## src/hdl/sfk_pkg.sv

```systemverilog
// Shared types, constants and arithmetic helpers for the six-joint pose pipeline.
`default_nettype none
package sfk_pkg;

  localparam int ANGLE_BITS   = 16;
  localparam int OUT_BITS     = 16;
  localparam int CORDIC_STEPS = 16;
  localparam int NSTEP        = (CORDIC_STEPS < 24) ? CORDIC_STEPS : 24;

  localparam int FRAC   = 30;
  localparam int VAL_W  = 34;
  localparam int ANG_W  = 34;
  localparam int PROD_W = 2 * VAL_W;
  localparam int SUM_W  = PROD_W + 2;
  localparam int CODE_W = 40;

  localparam int PADDR_W = 3;

  typedef logic signed [VAL_W-1:0]  val_t;
  typedef logic signed [ANG_W-1:0]  ang_t;
  typedef logic signed [PROD_W-1:0] prod_t;
  typedef logic signed [SUM_W-1:0]  sum_t;
  typedef logic signed [CODE_W-1:0] code_t;

  typedef val_t mat_t [3][4];

  typedef enum logic [1:0] {
    JNT_A,
    JNT_B,
    JNT_C
  } joint_kind_t;

  typedef struct packed {
    joint_kind_t kind;
    logic        offset;
    logic        bypass;
  } joint_ctl_t;

  typedef struct packed {
    logic signed [ANGLE_BITS-1:0] waist_angle;
    logic signed [ANGLE_BITS-1:0] shoulder_angle;
    logic signed [ANGLE_BITS-1:0] elbow_angle;
    logic signed [ANGLE_BITS-1:0] wrist_one_angle;
    logic signed [ANGLE_BITS-1:0] wrist_two_angle;
    logic signed [ANGLE_BITS-1:0] wrist_three_angle;
  } joint_item_t;

  typedef struct packed {
    logic [OUT_BITS-1:0] x_norm;
    logic [OUT_BITS-1:0] y_norm;
    logic [OUT_BITS-1:0] z_norm;
    logic [OUT_BITS-1:0] roll_norm;
    logic [OUT_BITS-1:0] pitch_norm;
    logic [OUT_BITS-1:0] yaw_norm;
  } pose_item_t;

  localparam logic REG_ARM_ONLY = 1'b0;

  localparam logic [31:0] ARC_TAB [24] = '{
    32'h20000000, 32'h12E4051E, 32'h09FB385B, 32'h051111D4, 32'h028B0D43, 32'h0145D7E1,
    32'h00A2F61E, 32'h00517C55, 32'h0028BE53, 32'h00145F2F, 32'h000A2F98, 32'h000517CC,
    32'h00028BE6, 32'h000145F3, 32'h0000A2FA, 32'h0000517D, 32'h000028BE, 32'h0000145F,
    32'h00000A30, 32'h00000518, 32'h0000028C, 32'h00000146, 32'h000000A3, 32'h00000051
  };

  localparam val_t  ONE_Q   = val_t'(64'd1 << FRAC);
  localparam val_t  GAIN_Q  = val_t'(64'd652032874);
  localparam ang_t  QUARTER = ang_t'(64'h4000_0000);
  localparam code_t OUT_MAX = code_t'((64'd1 << OUT_BITS) - 64'd1);
  localparam code_t TURN    = code_t'(64'd1 << 32);
  localparam code_t THREE_Q = code_t'(64'd3 << 30);

  localparam int ROT_LAT = NSTEP + 2;
  localparam int VEC_LAT = NSTEP + 2;
  localparam int DLY_POS = 2 * VEC_LAT + ROT_LAT + 2;
  localparam int DLY_ANG = VEC_LAT + ROT_LAT + 2;
  localparam int DLY_ACC = VEC_LAT + ROT_LAT;
  localparam int DLY_A02 = DLY_ACC + 2;
  localparam int LAT     = 2 * ROT_LAT + 2 * VEC_LAT + 15;

  function automatic val_t qround(input sum_t v);
    sum_t t;
    t = v + sum_t'(64'd1 << (FRAC - 1));
    return val_t'(t >>> FRAC);
  endfunction

  function automatic logic [OUT_BITS-1:0] clamp_code(input code_t v);
    logic [OUT_BITS-1:0] r;
    if (v[CODE_W-1]) begin
      r = '0;
    end else if (v > OUT_MAX) begin
      r = '1;
    end else begin
      r = v[OUT_BITS-1:0];
    end
    return r;
  endfunction

endpackage
`default_nettype wire

```

## src/hdl/sfk_vec.sv

```systemverilog
// Pipelined vectoring-mode CORDIC giving atan2(y, x) as a binary angle.
`default_nettype none
module sfk_vec import sfk_pkg::*; (
  input  logic clk,
  input  logic en,
  input  val_t xin,
  input  val_t yin,
  output ang_t angle
);

  val_t x [NSTEP+1];
  val_t y [NSTEP+1];
  ang_t z [NSTEP+1];
  logic nil [NSTEP+1];

  always_ff @(posedge clk) begin
    if (en) begin
      nil[0] <= (xin == '0) && (yin == '0);
      if (xin[VAL_W-1]) begin
        if (!yin[VAL_W-1]) begin
          x[0] <= yin;
          y[0] <= -xin;
          z[0] <= QUARTER;
        end else begin
          x[0] <= -yin;
          y[0] <= xin;
          z[0] <= -QUARTER;
        end
      end else begin
        x[0] <= xin;
        y[0] <= yin;
        z[0] <= '0;
      end
      for (int i = 0; i < NSTEP; i++) begin
        if (!y[i][VAL_W-1]) begin
          x[i+1] <= x[i] + (y[i] >>> i);
          y[i+1] <= y[i] - (x[i] >>> i);
          z[i+1] <= z[i] + ang_t'(ARC_TAB[i]);
        end else begin
          x[i+1] <= x[i] - (y[i] >>> i);
          y[i+1] <= y[i] + (x[i] >>> i);
          z[i+1] <= z[i] - ang_t'(ARC_TAB[i]);
        end
        nil[i+1] <= nil[i];
      end
      angle <= nil[NSTEP] ? '0 : z[NSTEP];
    end
  end

endmodule
`default_nettype wire

```

## config.mk

```make
export PLATFORM = sky130hd
export DESIGN_NAME = sfk_vec
export DESIGN_NICKNAME = d
export VERILOG_FILES = /design/src/hdl/sfk_pkg.sv /design/src/hdl/sfk_vec.sv
export SDC_FILE = /design/constraint.sdc
export NUM_CORES = 2
export LEC_CHECK = 0
export BUFFER_PORTS_ARGS = -buffer_cell sky130_fd_sc_hd__buf_2
export CORE_UTILIZATION = 35
export CTS_CLUSTER_DIAMETER = 60
export DETAILED_ROUTE_END_ITERATION = 12
export GPL_TIMING_DRIVEN = 0
export PLACE_DENSITY = 0.46
export REMOVE_ABC_BUFFERS = 1
export SETUP_SLACK_MARGIN = 0.02
export SLEW_MARGIN = 20
export SYNTH_ARGS = -nofsm -noshare
export SYNTH_HDL_FRONTEND = slang
export SYNTH_SLANG_ARGS = --single-unit
```

## constraint.sdc

```tcl
create_clock -name clk -period 7.15 [get_ports clk]
set_input_delay 0.715 -clock clk [delete_from_list [all_inputs] [get_ports clk]]
set_output_delay 0.715 -clock clk [all_outputs]
set_load 0.005 [all_outputs]
```

==> impl_metrics.env <==
export IMPL_ys_types=92
export IMPL_worst_path_most_repeated_cell="buf_16"
export IMPL_synth_seq_cells=1529
export IMPL_numCtsBuffers=221
export IMPL_finalSetupViolCount=0
export IMPL_overflow=0
export IMPL_clock_root_buffer="clkbuf_16"
export IMPL_layout_min_cycle_time_ns=6.654
export IMPL_nNetsFinal=15440
export IMPL_clk_pin_slew_ns=0.06
export IMPL_vias_per_cell=5.282
export IMPL_clk_latency_ns=0.95
export IMPL_synth_largest_area_cell="edfxtp_1"
export IMPL_firstDrtPassIters=6
export IMPL_crit_type="in -> reg"
export IMPL_cts_buffer_depth=4
export IMPL_remaining_drc_errors=0
export IMPL_end_kind="flop"
export IMPL_vias=100400
export IMPL_holdCritPathClass="in -> reg"
export IMPL_clock_sinks=1529
export IMPL_cp_max_fo=62
export IMPL_synth_top_cell_area_share_pct=35.29
export IMPL_track_usage_pct=18.58
export IMPL_cp_start_kind="primary input"
export IMPL_avgSynthCellArea_um2=9.436
export IMPL_async_reset_ff_share_pct=0
export IMPL_antenna_found_initial=8
export IMPL_synth_cell_area_um2=130100
export IMPL_layout_common_cells="edfxtp_1 (1,529), a21oi_1 (1,443), ha_1 (1,443)"
export IMPL_drv_slew=0
export IMPL_finClkSkew_ns=0.08021
export IMPL_grt_max_degree=137
export IMPL_status="finished clean"
export IMPL_cap_violations=0
export IMPL_dp_hpwl_um=280800
export IMPL_grt_pass1_vias=97650
export IMPL_cp_num_cells=25
export IMPL_die_h_um=611.7
export IMPL_hold_buffers=0
export IMPL_cp_buffers_inverters=10
export IMPL_io_pins=104
export IMPL_grt_pass1_wl_um=559400
export IMPL_areaGrowthSynthToFinish_pct=11.24
export IMPL_synth_edf_count=1529
export IMPL_synth_ff_type="edfxtp_1"
export IMPL_yosysWarnings=0
export IMPL_rsz0062_at_grt="no"
export IMPL_synth_area_leaders="edfxtp_1 (35%), ha_1 (14%), xnor2_1 (8.6%)"
export IMPL_final_common_cell="edfxtp_1"
export IMPL_instances_no_fill=19020
export IMPL_core_area_um2=369400
export IMPL_drive_above_1_share_pct=4.941
export IMPL_drtIter0Drc=6016
export IMPL_hold_path_depth=3
export IMPL_worstMarginPinSlew_ns=1.131
export IMPL_rows=223
export IMPL_portBuffers=102
export IMPL_postRouteAntennaNets=0
export IMPL_yosysSeqAreaShare_pct=35.29
export IMPL_cp_required_ns=7.82
export IMPL_synth_cells=13790
export IMPL_worstRegToRegCells=17
export IMPL_gp_congestion=0.8508
export IMPL_avgRoutedWirePerCell_um=18.89
export IMPL_critical_path_top_delay_family="buffers and inverters"
export IMPL_timing_final_crit_share_pct=93.06
export IMPL_reg2reg_slack_ns=0.95
export IMPL_cts_tree="done"
export IMPL_crit_path_top_delay_cell="a211oi_1"
export IMPL_dieArea_um2=374200
export IMPL_die_w_um=611.7
export IMPL_hold_viol=0
export IMPL_cts_max_level=4
export IMPL_place_inst=18590
export IMPL_critPathArrivalTime_ns=7.32
export IMPL_cpPeakStageDelay_ns=0.42
export IMPL_initial_core_util_pct=35.22
export IMPL_max_freq_mhz=150.3
export IMPL_relSlewSlack_pct=23.87
export IMPL_wirelength_um=359300
## cell usage after synthesis (45+ instances only)
| cell type | count |
|---|---|
| o211ai_1 | 69 |
| o21bai_1 | 199 |
| xnor2_1 | 1274 |
| a31oi_1 | 113 |
| o21a_1 | 188 |
| or4_1 | 50 |
| inv_1 | 580 |
| clkbuf_1 | 249 |
| edfxtp_1 | 1529 |
| ha_1 | 1443 |
| and3_1 | 130 |
| nor2b_1 | 205 |
| o21ai_0 | 829 |
| nor3_1 | 291 |
| nand2b_1 | 220 |
| and2_1 | 54 |
| o41ai_1 | 75 |
| a21oi_1 | 1444 |
| or3_1 | 100 |
| nor2_1 | 1113 |
| nor4_1 | 100 |
| a211oi_1 | 108 |
| o31ai_1 | 167 |
| a21o_1 | 648 |
| a21boi_0 | 45 |
| xor2_1 | 648 |
| nand3_1 | 221 |
| nand2_1 | 852 |
| nand4_1 | 106 |
| or2_2 | 50 |
## through the flow
step           utilization, %  setup slack (ns)  hold slack (ns)  instance area [µm²]  setup TNS, ns
5_1_grt                 39.18           0.03627           0.1421               144700              0
6_report                39.18            0.4963           0.1539               144700              0
4_1_cts                 39.14           0.03876          0.06837               144600              0
3_3_place_gp            36.75            -42.58           0.4009               135800              -
2_1_floorplan               -             1.370           0.4003               129000              0
3_5_place_dp            37.03            -3.366           0.4045               136800        -484.92
## final cells by class
type                            count  area (µm²)
Antenna cell                        1       2.502
Clock buffer                      251        5685
Clock inverter                    156        1714
Fill cell                       37180      224700
Inverter                          591        2256
Multi-Input combinational cell  11390       81130
Sequential cell                  1529       45910
Tap cell                         4950        6193
Timing Repair Buffer              153        1847
Timing Repair inverter              1       8.758
## flip-flops by register name, indices dropped and copies added (netlist names)
| register | cells |
|---|---|
| angle | 33 |
| nil | 17 |
| x | 495 |
| y | 511 |
| z | 473 |
## routing by layer
metal / GRT usage (%) / up-vias / share of wire [%]
li1: - / 51380 / -
met1: 24.25 / 46970 / 46
met2: 32.28 / 1587 / 48
met3: 1.652 / 516 / 2.9
met4: 5.856 / 0 / 3.2
met5: 0 / - / 0
## logic make-up after synthesis
group / after synthesis / synth area share (%)
fa+ha+maj: 1485 / 14.52
xor+xnor: 1922 / 12.94
buf+inv: 874 / 2.530
simple gates: 3625 / 13.43
mux: 64 / 0.5116
compound gates: 4289 / 20.78
flops: 1529 / 35.29
other cells: 1 / 0.002882
## final timing paths
kind | startpoint | end
min reg2reg | z[3][1]$_DFFE_PP_ | z[4][1]$_DFFE_PP_
min | xin[21] | x[0][21]$_DFFE_PP_
max reg2reg | x[3][9]$_DFFE_PP_ | y[4][33]$_DFFE_PP_
max | en | x[11][32]$_DFFE_PP_
## timing repair
action                     in CTS  in global routing
setup endpoints to repair     195                 55
gates resized for setup        12                 13
buffers inserted                1                  0
cloned                         11                  4
pin swaps                       2                  0
## worst register-to-register path, stage by stage, from the launching register on
cell	delay, ns
edfxtp_1	0.47
or4_1	0.58
or3_1	0.40
nor4_1	0.83
nor2_1	0.11
xor2_1	0.30
ha_1	0.35
a21o_1	0.18
a21o_1	0.18
a221oi_1	0.32
o21ai_0	0.12
a221oi_1	0.50
nor3b_1	0.33
o21ai_1	0.22
a221oi_2	0.41
o2111ai_1	0.19
a21oi_1	0.22
xnor2_1	0.24
Power is not shown: default switching activity piles up to over one toggle a cycle in this logic, so the estimate is an artifact.
